[src/rtl/clr_pkg.sv]
package clr_pkg;

  // Field widths
  localparam int unsigned CoordW = 14;
  localparam int unsigned DeltaW = 15;
  localparam int unsigned ErrW   = 17;
  localparam int unsigned ColorW = 16;
  localparam int unsigned ClipW  = 12;
  localparam int unsigned CfgIdxW = 2;

  // Default screen size, sets the reset clip window
  localparam int unsigned DefScreenWidth  = 320;
  localparam int unsigned DefScreenHeight = 240;

  // Command queue between front and back
  localparam int unsigned CmdQDepth = 2;
  localparam int unsigned CmdQPtrW  = (CmdQDepth > 1) ? $clog2(CmdQDepth) : 1;
  localparam int unsigned CmdQCntW  = $clog2(CmdQDepth + 1);

  typedef enum logic {
    OP_LOAD = 1'b0,
    OP_STEP = 1'b1
  } op_e;

  typedef enum logic [CfgIdxW-1:0] {
    REG_CLIP_LEFT   = 2'd0,
    REG_CLIP_TOP    = 2'd1,
    REG_CLIP_RIGHT  = 2'd2,
    REG_CLIP_BOTTOM = 2'd3
  } reg_idx_e;

  typedef logic signed [CoordW-1:0] coord_t;

  // Classified command word with line set-up already worked out
  typedef struct packed {
    op_e               op;
    coord_t            start_x;
    coord_t            start_y;
    coord_t            end_x;
    coord_t            end_y;
    logic [DeltaW-1:0] delta_x;
    logic [DeltaW-1:0] delta_y;
    logic              step_x_neg;
    logic              step_y_neg;
    logic [ColorW-1:0] color;
  } cmd_t;

  // Clip window
  typedef struct packed {
    logic [ClipW-1:0] left;
    logic [ClipW-1:0] top;
    logic [ClipW-1:0] right;
    logic [ClipW-1:0] bottom;
  } clip_t;

endpackage

[src/rtl/clr_front.sv]
module clr_front import clr_pkg::*; (
  input  logic              in_valid_i,
  output logic              in_ready_o,
  input  logic              operation_i,
  input  coord_t            start_x_i,
  input  coord_t            start_y_i,
  input  coord_t            end_x_i,
  input  coord_t            end_y_i,
  input  logic [ColorW-1:0] pen_color_i,
  // to command queue
  output logic              push_o,
  output cmd_t              cmd_o,
  input  logic              full_i
);

  logic signed [DeltaW-1:0] diff_x;
  logic signed [DeltaW-1:0] diff_y;

  // Accept a word whenever the queue has room
  assign in_ready_o = !full_i;
  assign push_o     = in_valid_i && !full_i;

  // Signed end-minus-start differences
  assign diff_x = $signed({end_x_i[CoordW-1], end_x_i}) -
                  $signed({start_x_i[CoordW-1], start_x_i});
  assign diff_y = $signed({end_y_i[CoordW-1], end_y_i}) -
                  $signed({start_y_i[CoordW-1], start_y_i});

  // Classify and build the set-up: absolute deltas and step directions
  always_comb begin
    cmd_o.op         = op_e'(operation_i);
    cmd_o.start_x    = start_x_i;
    cmd_o.start_y    = start_y_i;
    cmd_o.end_x      = end_x_i;
    cmd_o.end_y      = end_y_i;
    cmd_o.color      = pen_color_i;
    cmd_o.step_x_neg = diff_x[DeltaW-1] || (diff_x == '0);
    cmd_o.step_y_neg = diff_y[DeltaW-1] || (diff_y == '0);
    cmd_o.delta_x    = diff_x[DeltaW-1] ? DeltaW'(-diff_x) : DeltaW'(diff_x);
    cmd_o.delta_y    = diff_y[DeltaW-1] ? DeltaW'(-diff_y) : DeltaW'(diff_y);
  end

endmodule

[src/rtl/clr_cmd_fifo.sv]
module clr_cmd_fifo import clr_pkg::*; (
  input  logic clk_i,
  input  logic rst_ni,
  input  logic push_i,
  input  cmd_t cmd_i,
  output logic full_o,
  output logic valid_o,
  output cmd_t cmd_o,
  input  logic pop_i
);

  cmd_t                mem_q [CmdQDepth];
  logic [CmdQPtrW-1:0] wr_ptr_q, wr_ptr_d;
  logic [CmdQPtrW-1:0] rd_ptr_q, rd_ptr_d;
  logic [CmdQCntW-1:0] count_q, count_d;
  logic                do_pop;

  assign full_o  = (count_q == CmdQCntW'(CmdQDepth));
  assign valid_o = (count_q != '0);
  assign cmd_o   = mem_q[rd_ptr_q];
  assign do_pop  = pop_i && valid_o;

  // Advance pointers, wrapping at the depth
  always_comb begin
    wr_ptr_d = wr_ptr_q;
    rd_ptr_d = rd_ptr_q;
    count_d  = count_q;
    if (push_i) begin
      wr_ptr_d = (wr_ptr_q == CmdQPtrW'(CmdQDepth - 1)) ? '0 : wr_ptr_q + 1'b1;
    end
    if (do_pop) begin
      rd_ptr_d = (rd_ptr_q == CmdQPtrW'(CmdQDepth - 1)) ? '0 : rd_ptr_q + 1'b1;
    end
    case ({push_i, do_pop})
      2'b10:   count_d = count_q + 1'b1;
      2'b01:   count_d = count_q - 1'b1;
      default: count_d = count_q;
    endcase
  end

  always_ff @(posedge clk_i or negedge rst_ni) begin
    if (!rst_ni) begin
      wr_ptr_q <= '0;
      rd_ptr_q <= '0;
      count_q  <= '0;
    end else begin
      wr_ptr_q <= wr_ptr_d;
      rd_ptr_q <= rd_ptr_d;
      count_q  <= count_d;
    end
  end

  // Hold queued words
  always_ff @(posedge clk_i) begin
    if (push_i) begin
      mem_q[wr_ptr_q] <= cmd_i;
    end
  end

endmodule

[src/rtl/clr_back.sv]
module clr_back import clr_pkg::*; (
  input  logic              clk_i,
  input  logic              rst_ni,
  input  clip_t             clip_i,
  // from command queue
  input  logic              cmd_valid_i,
  input  cmd_t              cmd_i,
  output logic              pop_o,
  // pixel channel
  output logic              out_valid_o,
  input  logic              out_ready_i,
  output coord_t            pixel_x_o,
  output coord_t            pixel_y_o,
  output logic [ColorW-1:0] pixel_color_o,
  output logic              visible_o,
  output logic              last_o
);

  localparam int unsigned E2W = ErrW + 1;

  // Line state
  logic                     busy_q;
  coord_t                   cur_x_q, cur_y_q;
  coord_t                   target_x_q, target_y_q;
  logic [DeltaW-1:0]        delta_x_q, delta_y_q;
  logic                     step_x_neg_q, step_y_neg_q;
  logic signed [ErrW-1:0]   err_q;
  logic [ColorW-1:0]        color_q;

  // Output register
  logic                     out_valid_q;
  coord_t                   pix_x_q, pix_y_q;
  logic [ColorW-1:0]        pix_color_q;
  logic                     visible_q, last_q;

  logic                     slot_free;
  logic                     is_load, is_step, emit;
  logic                     at_end, vis;
  logic signed [E2W-1:0]    e2, dx_ext, dy_ext, err_ext, err_next;
  logic                     move_x, move_y;
  logic signed [ErrW-1:0]   err_init;

  assign slot_free = !out_valid_q || out_ready_i;
  assign is_load   = cmd_valid_i && (cmd_i.op == OP_LOAD);
  assign is_step   = cmd_valid_i && (cmd_i.op == OP_STEP);
  // A step while idle drains without a pixel
  assign pop_o     = is_load || (is_step && (!busy_q || slot_free));
  assign emit      = is_step && busy_q && slot_free;

  assign at_end = (cur_x_q == target_x_q) && (cur_y_q == target_y_q);

  // Inclusive window test; negative positions are never inside
  assign vis = !cur_x_q[CoordW-1] && !cur_y_q[CoordW-1] &&
               ({1'b0, clip_i.left}  <= cur_x_q[CoordW-2:0]) &&
               ({1'b0, clip_i.right} >= cur_x_q[CoordW-2:0]) &&
               ({1'b0, clip_i.top}    <= cur_y_q[CoordW-2:0]) &&
               ({1'b0, clip_i.bottom} >= cur_y_q[CoordW-2:0]);

  // Bresenham decision on the doubled error
  assign dx_ext   = $signed({{(E2W-DeltaW){1'b0}}, delta_x_q});
  assign dy_ext   = $signed({{(E2W-DeltaW){1'b0}}, delta_y_q});
  assign err_ext  = $signed({err_q[ErrW-1], err_q});
  assign e2       = $signed({err_q, 1'b0});
  assign move_x   = e2 > -dx_ext;
  assign move_y   = e2 < dy_ext;
  assign err_next = err_ext - (move_x ? dy_ext : '0) + (move_y ? dx_ext : '0);

  // Initial error: half the major delta, sign picks the major axis
  assign err_init = (cmd_i.delta_x > cmd_i.delta_y) ?
                    $signed({{(ErrW-DeltaW+1){1'b0}}, cmd_i.delta_x[DeltaW-1:1]}) :
                    -$signed({{(ErrW-DeltaW+1){1'b0}}, cmd_i.delta_y[DeltaW-1:1]});

  // Control state
  always_ff @(posedge clk_i or negedge rst_ni) begin
    if (!rst_ni) begin
      busy_q      <= 1'b0;
      out_valid_q <= 1'b0;
    end else begin
      if (is_load) begin
        busy_q <= 1'b1;
      end else if (emit && at_end) begin
        busy_q <= 1'b0;
      end
      if (emit) begin
        out_valid_q <= 1'b1;
      end else if (out_ready_i) begin
        out_valid_q <= 1'b0;
      end
    end
  end

  // Line registers: latch on load, advance one step per pixel
  always_ff @(posedge clk_i) begin
    if (is_load) begin
      cur_x_q      <= cmd_i.start_x;
      cur_y_q      <= cmd_i.start_y;
      target_x_q   <= cmd_i.end_x;
      target_y_q   <= cmd_i.end_y;
      delta_x_q    <= cmd_i.delta_x;
      delta_y_q    <= cmd_i.delta_y;
      step_x_neg_q <= cmd_i.step_x_neg;
      step_y_neg_q <= cmd_i.step_y_neg;
      err_q        <= err_init;
      color_q      <= cmd_i.color;
    end else if (emit && !at_end) begin
      err_q <= err_next[ErrW-1:0];
      if (move_x) begin
        cur_x_q <= step_x_neg_q ? cur_x_q - 1'b1 : cur_x_q + 1'b1;
      end
      if (move_y) begin
        cur_y_q <= step_y_neg_q ? cur_y_q - 1'b1 : cur_y_q + 1'b1;
      end
    end
  end

  // Hold the pixel word until taken
  always_ff @(posedge clk_i) begin
    if (emit) begin
      pix_x_q     <= cur_x_q;
      pix_y_q     <= cur_y_q;
      pix_color_q <= color_q;
      visible_q   <= vis;
      last_q      <= at_end;
    end
  end

  assign out_valid_o   = out_valid_q;
  assign pixel_x_o     = pix_x_q;
  assign pixel_y_o     = pix_y_q;
  assign pixel_color_o = pix_color_q;
  assign visible_o     = visible_q;
  assign last_o        = last_q;

endmodule

[src/rtl/clipped_line_rasterizer.sv]
// Bresenham line stepper with a per-pixel clip window. Send a load word
// (operation 0) with both end points and the colour, then one step word
// (operation 1) per pixel; each step while a line is active returns one
// pixel word with its position, colour, an inclusive clip-window flag and
// a last flag on the end point, after which the stepper goes idle and
// further steps return nothing. A load never returns a word and abandons
// any line in progress. One word per clock is sustained in both
// directions while the pixel side accepts them; the rate is set by the
// error update in the back end. An accepted step word is written into
// the command queue and, once the output register is free, moves into
// that register, which offers the pixel. The two-entry command queue
// lets the input side keep taking words until it is full while the
// pixel side is stalled. Write the clip registers only while idle.
module clipped_line_rasterizer import clr_pkg::*; #(
  parameter int unsigned SCREEN_WIDTH  = DefScreenWidth,
  parameter int unsigned SCREEN_HEIGHT = DefScreenHeight
) (
  input  logic               clk_i,
  input  logic               rst_ni,
  // configuration
  input  logic               cfg_we_i,
  input  logic [CfgIdxW-1:0] cfg_idx_i,
  input  logic [ClipW-1:0]   cfg_wdata_i,
  // command channel
  input  logic               in_valid_i,
  output logic               in_ready_o,
  input  logic               operation_i,
  input  coord_t             start_x_i,
  input  coord_t             start_y_i,
  input  coord_t             end_x_i,
  input  coord_t             end_y_i,
  input  logic [ColorW-1:0]  pen_color_i,
  // pixel channel
  output logic               out_valid_o,
  input  logic               out_ready_i,
  output coord_t             pixel_x_o,
  output coord_t             pixel_y_o,
  output logic [ColorW-1:0]  pixel_color_o,
  output logic               visible_o,
  output logic               last_o
);

  clip_t clip_q;
  logic  push, full, cmd_valid, pop;
  cmd_t  front_cmd, queue_cmd;

  // Clip window registers
  always_ff @(posedge clk_i or negedge rst_ni) begin
    if (!rst_ni) begin
      clip_q.left   <= '0;
      clip_q.top    <= '0;
      clip_q.right  <= ClipW'(SCREEN_WIDTH - 1);
      clip_q.bottom <= ClipW'(SCREEN_HEIGHT - 1);
    end else if (cfg_we_i) begin
      unique case (reg_idx_e'(cfg_idx_i))
        REG_CLIP_LEFT:   clip_q.left   <= cfg_wdata_i;
        REG_CLIP_TOP:    clip_q.top    <= cfg_wdata_i;
        REG_CLIP_RIGHT:  clip_q.right  <= cfg_wdata_i;
        REG_CLIP_BOTTOM: clip_q.bottom <= cfg_wdata_i;
        default:         clip_q        <= clip_q;
      endcase
    end
  end

  clr_front u_front (
    .in_valid_i  (in_valid_i),
    .in_ready_o  (in_ready_o),
    .operation_i (operation_i),
    .start_x_i   (start_x_i),
    .start_y_i   (start_y_i),
    .end_x_i     (end_x_i),
    .end_y_i     (end_y_i),
    .pen_color_i (pen_color_i),
    .push_o      (push),
    .cmd_o       (front_cmd),
    .full_i      (full)
  );

  clr_cmd_fifo u_cmd_fifo (
    .clk_i   (clk_i),
    .rst_ni  (rst_ni),
    .push_i  (push),
    .cmd_i   (front_cmd),
    .full_o  (full),
    .valid_o (cmd_valid),
    .cmd_o   (queue_cmd),
    .pop_i   (pop)
  );

  clr_back u_back (
    .clk_i         (clk_i),
    .rst_ni        (rst_ni),
    .clip_i        (clip_q),
    .cmd_valid_i   (cmd_valid),
    .cmd_i         (queue_cmd),
    .pop_o         (pop),
    .out_valid_o   (out_valid_o),
    .out_ready_i   (out_ready_i),
    .pixel_x_o     (pixel_x_o),
    .pixel_y_o     (pixel_y_o),
    .pixel_color_o (pixel_color_o),
    .visible_o     (visible_o),
    .last_o        (last_o)
  );

endmodule
[config.mk]
export PLATFORM = sky130hd
export DESIGN_NAME = clipped_line_rasterizer
export DESIGN_NICKNAME = d
export VERILOG_FILES = /design/src/rtl/clr_pkg.sv /design/src/rtl/clr_front.sv /design/src/rtl/clr_cmd_fifo.sv /design/src/rtl/clr_back.sv /design/src/rtl/clipped_line_rasterizer.sv
export SDC_FILE = /design/constraint.sdc
export NUM_CORES = 1
export LEC_CHECK = 0
export BUFFER_PORTS_ARGS = -buffer_cell sky130_fd_sc_hd__buf_4
export CAP_MARGIN = 20
export CORE_MARGIN = 2
export CORE_UTILIZATION = 35
export CTS_CLUSTER_SIZE = 40
export DETAILED_ROUTE_END_ITERATION = 12
export PLACE_DENSITY_LB_ADDON = 0.08
export SKIP_LAST_GASP = 1
export SLEW_MARGIN = 40
export SYNTH_ARGS = -nofsm -noshare
export SYNTH_HDL_FRONTEND = slang
export SYNTH_HIERARCHICAL = 1
export SYNTH_SLANG_ARGS = --single-unit
[constraint.sdc]
create_clock -name clk_i -period 9 [get_ports clk_i]
set_input_delay 0.45 -clock clk_i [delete_from_list [all_inputs] [get_ports clk_i]]
set_output_delay 0.45 -clock clk_i [all_outputs]
set_load 0.05 [all_outputs]
-- After elaboration in Yosys (flattened, before gate mapping)
Memory sizes are Yosys's and may differ from the RTL's.
Index checks and enable logic that the tools add are counted.
- mux-type cells: 24
- eq/ne operators: 8
- shift-type cells: 0
- $mul: 0
- divide/modulo/power cells: 0
- bitwise logic cells: 1
- magnitude comparators: 7
- reductions and logical operators: 42
- add/subtract/negate cells: 16
- operators with widths (kind ; count):
    $mux 14 ; 8
    $mux 15 ; 4
    $mux 17 ; 3
    $logic_not 15->1 ; 2
    $neg 15->15 ; 2
    $sub 14x14->15 ; 2
    $add 14x1->14 const B ; 2
    $eq 14x14->1 ; 2
    $sub 14x1->14 const B ; 2
    $ge 12x13->1 ; 2
    $le 12x13->1 ; 2
    $gt 18x18->1 ; 1
    $lt 18x16->1 ; 1
    $neg 15->18 ; 1
    $add 17x17->17 ; 1
    $neg 14->17 ; 1
    $sub 17x15->17 ; 1
    $gt 15x15->1 ; 1
    $logic_and 1x1->1 ; 15
    $reduce_bool 2->1 ; 7
    $reduce_and 2->1 ; 6
    $eq 2x2->1 const B ; 4
    $mux 1 ; 8
    $logic_not 1->1 ; 6
    8 further kinds ; 14
- memory bits (read-only): 0
- register bits after elaboration: 221
- memories kept: 1
- RAM bits: 210
- input bits: 92
- bits in latches: 0
- memories (name ; words ; bits a word ; read ports ; clocked after memory_dff ; wr ports ; line ; RTL):
    u_cmd_fifo.mem_q ; 2 ; 105 ; 1 ; 0 ; 1 ; clr_cmd_fifo.sv:12 ; cmd_t mem_q [CmdQDepth];

-- Logic depth before layout (Yosys ltp)
Gate-level depths: netlist of run 1.
- depth after elaboration: 8
- depth in mapped cells: 26

-- Hierarchy
Netlist of run 1, hierarchy kept.
- by module, submodules not included (module ; cells each ; sequential area each (µm²) ; times used ; area an instance (µm²)):
    clr_back ; 1033 ; 5064.9 ; 1 ; 11205.7
    clr_cmd_fifo ; 344 ; 6406.1 ; 1 ; 7928.9
    clr_front ; 397 ; 0.0 ; 1 ; 2747.6
    clipped_line_rasterizer ; 104 ; 1218.7 ; 1 ; 1819.2

-- Worst setup path before layout of run 1
Ideal clock, no wire load.
- kind: reg-to-reg
- from: register u_cmd_fifo.count_q[1]
- to: memory u_cmd_fifo/mem_q[0][0] (netlist name), enable pin
- cell stages (with the launch flop): 5
- setup time: 0.569 ns
- required time: 8.431 ns
- arrival time: 5.145 ns
- setup slack: 3.286 ns
- cells stage by stage: dfrtp_1 nor2b_1 nor2b_1 inv_1 nor2_1
- word-level cells in the longest chain between the ends: 5
- RTL lines (element ; line ; RTL):
    start: declaration ; clr_cmd_fifo.sv:15 ; logic [CmdQCntW-1:0] count_q, count_d;
    start signal: assignment ; clr_cmd_fifo.sv:49 ; count_q <= count_d;
    $eq 2x2->1 ; clr_cmd_fifo.sv:18 ; assign full_o = (count_q == CmdQCntW'(CmdQDepth));
    via full ; clipped_line_rasterizer.sv:44 ; logic push, full, cmd_valid, pop;
    $logic_not 1->1 ; clr_front.sv:21 ; assign push_o = in_valid_i && !full_i;
    $logic_and 1x1->1 ; clr_front.sv:21 ;
    via push ; clipped_line_rasterizer.sv:44 ;
    $mux 1 ; clr_cmd_fifo.sv:55 ; if (push_i) begin
    $mux 1 (not written as such) ; clr_cmd_fifo.sv:56 ; mem_q[wr_ptr_q] <= cmd_i;
    end: declaration ; clr_cmd_fifo.sv:12 ;
The timed path passes the listed nets, and every way through them passes these cells.

-- Worst setup path after layout of run 1
- from: register u_back.delta_x_q[3]
- to: register u_back.err_q[15], data pin
- word-level cells in the longest chain between the ends: 7
- elaborated cells on any way between the ends: 8
- classes of those cells: 3 x add/sub; 1 x order compare; 4 x mux
- RTL lines (element ; line ; RTL):
    start: declaration ; clr_back.sv:25 ; logic [DeltaW-1:0] delta_x_q, delta_y_q;
    start signal: assignment ; clr_back.sv:99 ; delta_x_q <= cmd_i.delta_x;
    $neg 15->18 ; clr_back.sv:64 ; assign move_x = e2 > -dx_ext;
    $gt 18x18->1 ; clr_back.sv:64 ;
    $mux 15 ; clr_back.sv:66 ; assign err_next = err_ext - (move_x ? dy_ext : '0) + (move_y ? dx_ext : '0);
    $sub 17x15->17 ; clr_back.sv:66 ;
    $add 17x17->17 * ; clr_back.sv:66 ;
    $mux 17 * ; clr_back.sv:105 ; end else if (emit && !at_end) begin
    $mux 17 * ; clr_back.sv:94 ; if (is_load) begin
    end signal: assignment ; clr_back.sv:103 ; err_q <= err_init;
    end signal: assignment ; clr_back.sv:106 ; err_q <= err_next[ErrW-1:0];
    end: declaration ; clr_back.sv:27 ; logic signed [ErrW-1:0] err_q;
Mark *: on every way between the ends. The rest lies on a longest branch, timed or not. The select of a mux whose other input is x is not followed.
A chain may end at the register's enable or synchronous reset.

==> results of run 1 <==
==> where the power goes <==
group | internal (W) | switching (W)
combinational | 0.00236 | 0.00352
sequential | 0.00327 | 0.000502
clock | 0.00124 | 0.000845
total | 0.00687 | 0.00486
==> state kept, by name, indices dropped and copies added, names as in the netlist <==
name	flops
u_cmd_fifo/mem_q	210
clip_q	48
u_back/err_q	17
u_back/color_q	16
u_back/pixel_color_o	16
u_back/delta_x_q	15
u_back/delta_y_q	15
u_back/cur_x_q	14
u_back/cur_y_q	14
u_back/pixel_x_o	14
u_back/pixel_y_o	14
u_back/target_x_q	14
u_back/target_y_q	14
u_cmd_fifo/count_q	2
u_back/busy_q	1
u_back/last_o	1
u_back/out_valid_o	1
u_back/step_x_neg_q	1
u_back/step_y_neg_q	1
u_back/visible_o	1
u_cmd_fifo/rd_ptr_q	1
u_cmd_fifo/wr_ptr_q	1
==> routing by layer <==
layer	up-vias	part of all wire (%)	track usage, %
li1	7069	-	-
met1	7287	49	24.2
met2	251	45	26.5
met3	60	3.6	2.38
met4	0	1.6	3.84
met5	-	0	0
==> worst min path at each step <==
stage / start / end / cells past startpoint
after global placement: u_back/color_q[14] / u_back/pixel_color_o[14] / 0
after CTS: start_y_i[8] / u_cmd_fifo/mem_q[1][84] / 1
final: start_y_i[5] / u_cmd_fifo/mem_q[1][81] / 1
after floorplan: rst_ni / clip_q[10] / 0
after global routing: start_y_i[5] / u_cmd_fifo/mem_q[1][81] / 1
after detailed placement: u_back/color_q[11] / u_back/pixel_color_o[11] / 0
==> cells by family after synthesis <==
group | after synthesis
flip-flops | 431
AND/OR/NAND/NOR | 373
AO/OA/AOI/OAI | 331
buffers and inverters | 273
adder cells (fa/ha/maj) | 187
multiplexers | 155
XOR/XNOR | 128
==> area by class of cell <==
cell class                      count  area share (%)
Tap cell                          873            4.02
Timing Repair Buffer              172            5.07
Clock inverter                     25            1.12
Sequential cell                   431            46.8
Multi-Input combinational cell   1174            35.6
Antenna cell                        1         0.00922
Clock buffer                       70            5.19
Inverter                          161            2.24
==> metrics by stage <==
step / utilization, % / cells
floorplan: - / 1878
global placement: 37.5 / 2789
detailed placement: 37.5 / 2789
CTS: 40.4 / 2905
global route: 40.4 / 2906
finish: 40.4 / 2907
==> synth_stat cells, types with 4 or more instances <==
cell and count:
o22ai_1 4, nor4_1 12, o21bai_1 4, nor2_1 90, buf_6 7, fa_1 19, o21ai_0 71, mux2_4 40
buf_4 76, or2_2 8, nor3_1 29, ha_1 168, a21o_1 29, nand3_1 19, a21oi_1 94, edfxtp_1 377
mux2_2 113, or4_1 7, nor2b_1 15, inv_1 161, dfrtp_1 40, nand2_1 91, clkbuf_1 7, a211oi_1 21
o21a_1 12, or3_1 5, and2_1 22, o211ai_1 11, buf_1 6, nand4_1 20, xnor2_1 71, and3_1 11
a31oi_1 14, o31ai_1 11, a2111oi_0 4, nand3b_1 4, buf_2 14, o2111ai_1 5, nand2b_1 15, dfstp_2 14
xor2_1 57
==> critical path, stage by stage, from the launching register on <==
cell,delay (ps)
edfxtp_1,440
nor4_1,390
nand2_1,200
or4_4,550
nor3_1,190
xor2_1,100
ha_1,320
a41o_1,150
a21oi_1,40
o2111ai_1,190
a21oi_1,80
nor2_2,460
and2_1,250
fa_1,470
inv_1,90
ha_1,240
a211oi_1,330
o21bai_1,190
o41ai_2,440
a21boi_1,170
a31oi_1,220
xor2_1,150
o21ai_0,90
==> out/results.tsv, run 1 <==
metric	value	unit
Cells after Synth	1878	
Initial DRC Count	803	
Worst VDD drop	197	uV
Synth Flop Type	edfxtp_1	
CTS resizes	0	
# setup viols final	0	
gpl congestion	0.816	
ANT nets after route	0	
post-route setup slack	2940	ps
max-slew violations	0	
CTS clk-pin slew, worst paths	60	ps
hold slack	48.0	ps
minimum clock period	6060	ps
DR WL/cell	20.0	um
vias in the first global route	15100	
Critical Path End	u_back/err_q[15]	
status	finished clean	
Synth Area in Simple Gates	8.09	%
critical path startpoint	u_back/delta_x_q[3]	
hold buffer count at cts	21	
num rows	95	
worst reg2reg startpoint	u_back/delta_x_q[3]	
post-synthesis compound-gate area fraction	9.34	%
die area	0.0698	sq mm
Clock Latency Late Sink	610	ps
clock sink total	431	
Mapped Area	0.0237	sq mm
XOR/XNOR Fraction of Synth Area	4.73	%
initial antenna violation count	1	
initial core utilization	35.3	%
syn nets	2157	
part of the Yosys area used for sequential elements	53.5	%
total gr overflow	0	
largest family of logic cells by synthesized area	adder cells	
top post-synthesis cells by area	edfxtp_1, ha_1, mux2_2, dfrtp_1, xnor2_1	
setup slack, reg-to-reg	2940	ps
worst-case reg-to-reg path depth	22	
GRT Util Overall	16.7	%
Crit. End Element	flip-flop	
DP Worst Slack	2870	ps
CTS H-tree depth	2	
synthesized area per cell	12.6	sq um
critical path class	reg2reg	
placed instance area	0.0252	sq mm
Power Density	432	mW/mm^2
Async S/R FF share, synth	12.5	%
Final #Nets	2270	
Slew Limit Headroom	48.0	%
FMAX	165	MHz
TritonCTS buffer count	51	
crit start category	flip-flop	
flops & latches, synth	431	
number of enable flip-flop cells after synthesis	377	
TritonCTS clock tree	done	
multiplexer share of the synthesized area	7.99	%
Synth cell types	92	
die extent in y	264	um
Yosys top cell area share	47.8	%
Max-Cap Viols	0	
PortBufs	139	
number of remaining DRC errors	0	
Total Routed Length	58200	um
area growth from synthesis to layout	14.5	%
total power	0.0117	W
CP Max Fanout	16	
First-pass DRT Iterations	7	
final cycle utilization of the critical path	67.3	%
filler cell count	6316	
Sum Neg Setup Slack	0	ps
adder-cell share of the synthesized area	10.5	%
RSZ-0062 raised after global routing	no	
Yosys top cell by area	edfxtp_1	
most common cell after layout, fill and taps aside	edfxtp_1	
area of the core	0.0672	sq mm
Multi-input gate area	0.00966	sq mm
most frequent cells in the layout	edfxtp_1, ha_1, inv_1, buf_4, mux2_2	
Die Wd	264	um
WP data arrival	6370	ps
DR vias/cell	5.05	
worst hold path class	in2reg	
Worst Tran Pin Value	780	ps
post-DP HPWL	42200	um
Leakage	10.8	nW
reg2reg end	u_back/err_q[15]	
final hold violations	0	
WP data required	9310	ps
clock tree buffer depth	3	
Yosys warnings	6	
largest net degree at the start of global routing	64	
final instance area	0.0271	sq mm
FF/Latch Area	0.0127	sq mm
first-pass GRT wire length	89700	um
clk_skew	18.6	ps
setup bufs post-CTS	0	
Ports	140	
CTS root buf	clkbuf_16	
routed via count	14700	
share of cells above drive strength 1	21.5	%
Note: power is estimated with default switching activity, not from simulation.
==> run 2: changes to the inputs <==
- ABC_AREA: not set -> 1
- clock period: 9 -> 5.68 ns (I/O delays scaled with it)
==> run 2 against run 1 <==
Net effect:
- setup slack got worse by 2300 ps
- via count up 24%
- critical path type unchanged
- hold slack better by 9.5 ps
- clock skew rose by 12 ps
- highest routed layer unchanged
- combinational power increased by 70%
- clock-buffer cell count increased by 1
- sequential cell count stayed put
- synthesized cell count increased by 45%
- largest cell class unchanged
- register-to-register slack got worse by 2300 ps
==> out/results.tsv, run 2 <==
metric	value	unit
status	finished clean	
worst-case reg-to-reg path depth	29	
die area	0.0737	sq mm
CP Max Fanout	9	
TritonCTS buffer count	51	
area growth from synthesis to layout	15.6	%
Reg with most FFs	u_cmd_fifo/mem_q	
CTS H-tree depth	2	
Initial DRC Count	1111	
Worst path slowest cell	fa_1	
top post-synthesis cells by area	edfxtp_1, nand2_1, ha_1, inv_1, dfrtp_1	
largest net degree at the start of global routing	135	
total power	0.0192	W
CTS root buf	clkbuf_16	
Slew Limit Headroom	48.5	%
Power Density	663	mW/mm^2
Die Wd	272	um
worst hold path class	in2reg	
Worst VDD drop	456	uV
crit start category	flip-flop	
dpl cells	3680	
most common cell after layout, fill and taps aside	nand2_1	
CTS clk-pin slew, worst paths	60	ps
Regs by FF count	u_cmd_fifo/mem_q: 210 flops, clip_q: 48 flops, u_back/err_q: 17 flops	
# setup viols final	0	
Max-Cap Viols	0	
minimum clock period	4990	ps
FMAX	200	MHz
most frequent cells in the layout	nand2_1, edfxtp_1, inv_1, ha_1, nand3_1	
GRT Util Overall	18.4	%
Total Routed Length	67900	um
WP data required	6010	ps
final cycle utilization of the critical path	87.9	%
gpl congestion	0.868	
Post-synth top cells	nand2_1, edfxtp_1, inv_1	
setup bufs post-CTS	0	
initial antenna violation count	2	
Diodes inserted	0	
NetSw	0.00881	W
Internal	0.0104	W
clock share of power	16.7	%
top-count cell post-synth	nand2_1	
clk_skew	30.8	ps
reg2reg end	u_back/err_q[16]	
Leakage	13.1	nW
Hold Crit Depth	4	
sw frac	45.9	%
Cells after Synth	2715	
DR WL/cell	17.6	um
hold slack	57.5	ps
post-DP HPWL	50100	um
max-slew violations	0	
Async S/R FF share, synth	12.5	%
Clock Latency Late Sink	610	ps
critical path class	reg2reg	
clock tree buffer depth	3	
syn nets	2994	
Synth cell types	48	
slowest cell delay on critical path	510	ps
Core Util, Final	40.7	%
total gr overflow	0	
vias in the first global route	18000	
routed via count	18200	
final hold violations	0	
die extent in y	272	um
number of remaining DRC errors	0	
Hold Path Sink	u_cmd_fifo/wr_ptr_q	
RSZ-0062 raised after global routing	no	
Ports	140	
initial core utilization	35.2	%
PortBufs	139	
Crit. End Element	flip-flop	
setup slack, reg-to-reg	690	ps
hold buffer count at cts	87	
first-pass GRT wire length	105000	um
DR vias/cell	4.72	
number of enable flip-flop cells after synthesis	377	
num rows	98	
flops & latches, synth	431	
Yosys warnings	6	
WP data arrival	5320	ps
Mapped Area	0.0251	sq mm
HP Start	in_valid_i	
TritonCTS clock tree	done	
share of cells above drive strength 1	11.1	%
Synth Flop Type	edfxtp_1	
Crit path top cell by count	nand2_1	
synthesized area per cell	9.23	sq um
Yosys top cell area share	45.2	%
ANT nets after route	0	
part of the Yosys area used for sequential elements	50.6	%
First-pass DRT Iterations	5	
max FFs per register	210	
Yosys top cell by area	edfxtp_1	
Worst Tran Pin Value	773	ps
CTS resizes	0	
worst reg2reg startpoint	u_back/delta_x_q[1]	
area of the core	0.0711	sq mm
Logic pwr share	52.2	%
filler cell count	7069	
Final #Nets	3150	
sequential share of power	31.1	%
Sum Neg Setup Slack	0	ps
clock sink total	431	
Finished Layout Cells	3861	
## run 2: layer usage
layer  GRT usage (%)  vias up  wire (um)
li1                -     9257          -
met1            26.7     8531      33400
met2            29.0      356      30300
met3            2.49       68       2850
met4            4.47        0       1360
met5               0        -          0
## run 2: power groups by stage
stage	clock network, W	logic, W	registers, W
after floorplan	0	0.00693	0.00617
after global placement	0	0.00987	0.00603
after detailed placement	0	0.00995	0.00604
after CTS	0.00331	0.0101	0.00598
after global routing	0.00343	0.0114	0.00610
final	0.00321	0.0100	0.00597
## run 2: worst max-delay path by stage
stage                        start                 to  slack, ps  cells past startpoint
6_report       u_back/delta_x_q[1]   u_back/err_q[16]        690                     29
5_1_grt        u_back/delta_x_q[0]   u_back/err_q[16]        210                     29
4_1_cts        u_back/delta_x_q[0]   u_back/err_q[16]        670                     29
3_5_place_dp   u_back/delta_x_q[0]   u_back/err_q[16]        690                     29
3_3_place_gp   u_back/delta_x_q[0]   u_back/err_q[16]        760                     29
2_1_floorplan  u_cmd_fifo/rd_ptr_q  u_back/cur_x_q[0]       1280                      9
## run 2: critical path: cells and delay by family (launching register included)
kind | cells | cell delay, ps
buffers and inverters | 3 | 340
AO/OA/AOI/OAI | 4 | 700
adder cells (fa/ha/maj) | 4 | 1350
AND/OR/NAND/NOR | 18 | 1910
flip-flops | 1 | 450
## run 2: final cells by class
class	instances	area (sq um)	share of cell area (%)
flip-flops and latches	431	12700	43.8
multi-input cells	1832	10200	35.3
repair buffers	236	2030	7.01
clock buffers	71	1420	4.91
inverters	319	1210	4.17
well taps	950	1190	4.10
clock inverters	22	204	0.704
## run 2: cell families (layout without fill, tap and decap cells)
logic type	count (synthesis)	in the layout	synth area share, %
and+or+nand+nor	1366	1366	23.7
buffers and inverters	452	648	8.69
xor gates and xnor gates	75	75	2.62
AOI/OAI and AO/OA	204	204	4.45
adders and majority gates	187	187	9.91
DFF	431	431	50.6
## run 2: metrics by stage
stage | setup WS, ps | area [sq um]
global placement | 755 | 26400
finish | 687 | 29000
floorplan | 1280 | 25100
detailed placement | 691 | 26400
global route | 210 | 29000
CTS | 672 | 28900
==> run 3: changes to the inputs <==
- CORE_UTILIZATION: 35 -> 45
==> run 3 against run 2 <==
Net effect:
- die area shrank 22%
- core utilization is 11 points higher
- setup slack lost 97 ps
- sequential share of layout area rose by 0.29 points
- clock power is 3% higher
- sequential cell count unchanged
- via count is 1.1% higher
- sequential power barely moved
- register-to-register slack lost 97 ps
- combinational power about the same
- clock-buffer cell count shrank 13
- design area is 0.66% lower
- highest routed layer unchanged
==> out/results.tsv, run 3 (synthesized netlist as in run 2, its figures left out) <==
metric	value	unit
status	finished clean	
DR WL/cell	17.6	um
number of remaining DRC errors	0	
Worst path slowest cell	fa_1	
WP data required	6010	ps
Clock Latency Late Sink	620	ps
max FFs per register	210	
RSZ-0062 raised after global routing	no	
gpl congestion	0.893	
crit start category	flip-flop	
First-pass DRT Iterations	6	
Crit. End Element	flip-flop	
Sum Neg Setup Slack	0	ps
CP top delay family	simple AND/OR/NAND/NOR gates	
worst hold path class	in2reg	
largest net degree at the start of global routing	106	
max-slew violations	0	
Ports	140	
CP Max Fanout	16	
routed via count	18400	
most common cell after layout, fill and taps aside	nand2_1	
area of the core	0.0551	sq mm
Reg with most FFs	u_cmd_fifo/mem_q	
Worst Tran Pin Value	806	ps
TritonCTS clock tree	done	
TritonCTS buffer count	50	
total power	0.0193	W
first-pass GRT wire length	101000	um
PortBufs	139	
die extent in y	240	um
GRT Util Overall	22.8	%
Worst VDD drop	476	uV
Regs by FF count	u_cmd_fifo/mem_q: 210 flops, clip_q: 48 flops, u_back/err_q: 17 flops	
Max-Cap Viols	0	
Initial DRC Count	1236	
Total Routed Length	64400	um
DR vias/cell	5.03	
Die Wd	240	um
clk_skew	32.5	ps
ANT nets after route	0	
area growth from synthesis to layout	14.8	%
DP Worst Slack	551	ps
initial antenna violation count	4	
WP data arrival	5420	ps
minimum clock period	5090	ps
CTS root buf	clkbuf_16	
CTS H-tree depth	2	
Diodes inserted	0	
Worst Path Buf+Inv	2	
final cycle utilization of the critical path	89.6	%
post-route setup slack	591	ps
clock tree buffer depth	3	
FMAX	196	MHz
Leakage	13.1	nW
Power Density	670	mW/mm^2
most frequent cells in the layout	nand2_1, edfxtp_1, inv_1, ha_1, nand3_1	
Final #Nets	3148	
vias in the first global route	18100	
share of cells above drive strength 1	11.5	%
critical path class	reg2reg	
clock sink total	431	
# setup viols final	0	
final hold violations	0	
initial core utilization	45.5	%
CTS clk-pin slew, worst paths	60	ps
post-DP HPWL	47300	um
die area	0.0576	sq mm
total gr overflow	0	
num rows	86	
Slew Limit Headroom	46.3	%
CTS resizes	0	
slowest cell delay on critical path	490	ps
-- run 3: worst paths after layout --
kind / start / endpoint / slack, ps / cells past startpoint
worst max-delay path: u_back/delta_x_q[0] / u_back/err_q[16] / 590 / 29
worst min-delay path: in_valid_i / u_cmd_fifo/wr_ptr_q / 50 / 4
worst max register to register: u_back/delta_x_q[0] / u_back/err_q[16] / 590 / 29
worst min register to register: u_back/color_q[9] / u_back/pixel_color_o[9] / 420 / 0
max in group asynchronous: rst_ni / clip_q[2] / 5000 / 3
min in group asynchronous: rst_ni / clip_q[39] / 100 / 2
-- run 3: cell type report --
cell class | instances | area (sq um)
multi-input combinational | 1832 | 10200
sequential | 431 | 12700
clock inverter | 35 | 353
clock buffer | 58 | 1350
inverter | 319 | 1200
fill | 5069 | 26300
timing repair buffer | 235 | 2010
tap | 748 | 936
-- run 3: worst register-to-register path: cells and delay by family, from the launching register on --
| kind | cells | cell delay [ps] |
|---|---|---|
| flip-flops | 1 | 460 |
| adder cells (fa/ha/maj) | 4 | 1420 |
| buffers and inverters | 2 | 170 |
| AND/OR/NAND/NOR | 22 | 2740 |
| AO/OA/AOI/OAI | 1 | 70 |
-- run 3: metal layers --
metal | global-route usage, % | vias up | wire, um
li1 | - | 9243 | -
met1 | 32.3 | 8642 | 30200
met2 | 36.2 | 431 | 29100
met3 | 3.58 | 93 | 3420
met4 | 7.02 | 0 | 1690
met5 | 0 | - | 0
-- run 3: metrics by stage --
| stage | util [%] | hold WS [ps] | std cells | cell area [sq um] |
|---|---|---|---|---|
| floorplan | - | -11.6 | 2715 | 25100 |
| global placement | 47.5 | 397 | 3477 | 26200 |
| detailed placement | 47.5 | 405 | 3477 | 26200 |
| CTS | 52.2 | 4.85 | 3657 | 28700 |
| global route | 52.2 | 61.7 | 3658 | 28800 |
| finish | 52.2 | 47.4 | 3658 | 28800 |
-- run 3: what timing repair did --
item	in CTS	in global routing
endpoints found under the setup margin	0	0
setup buffers	0	0
hold buffers	87	0
hold endpoints to repair	235	0
-- run 3: where the power goes --
group / total [W] / internal (W) / switching [W] / leakage [nW]
Combinational: 0.00999 / 0.00331 / 0.00668 / 8.10
Clock: 0.00330 / 0.00194 / 0.00135 / 0.838
Sequential: 0.00597 / 0.00518 / 0.000795 / 4.21
Total: 0.0193 / 0.0104 / 0.00883 / 13.1
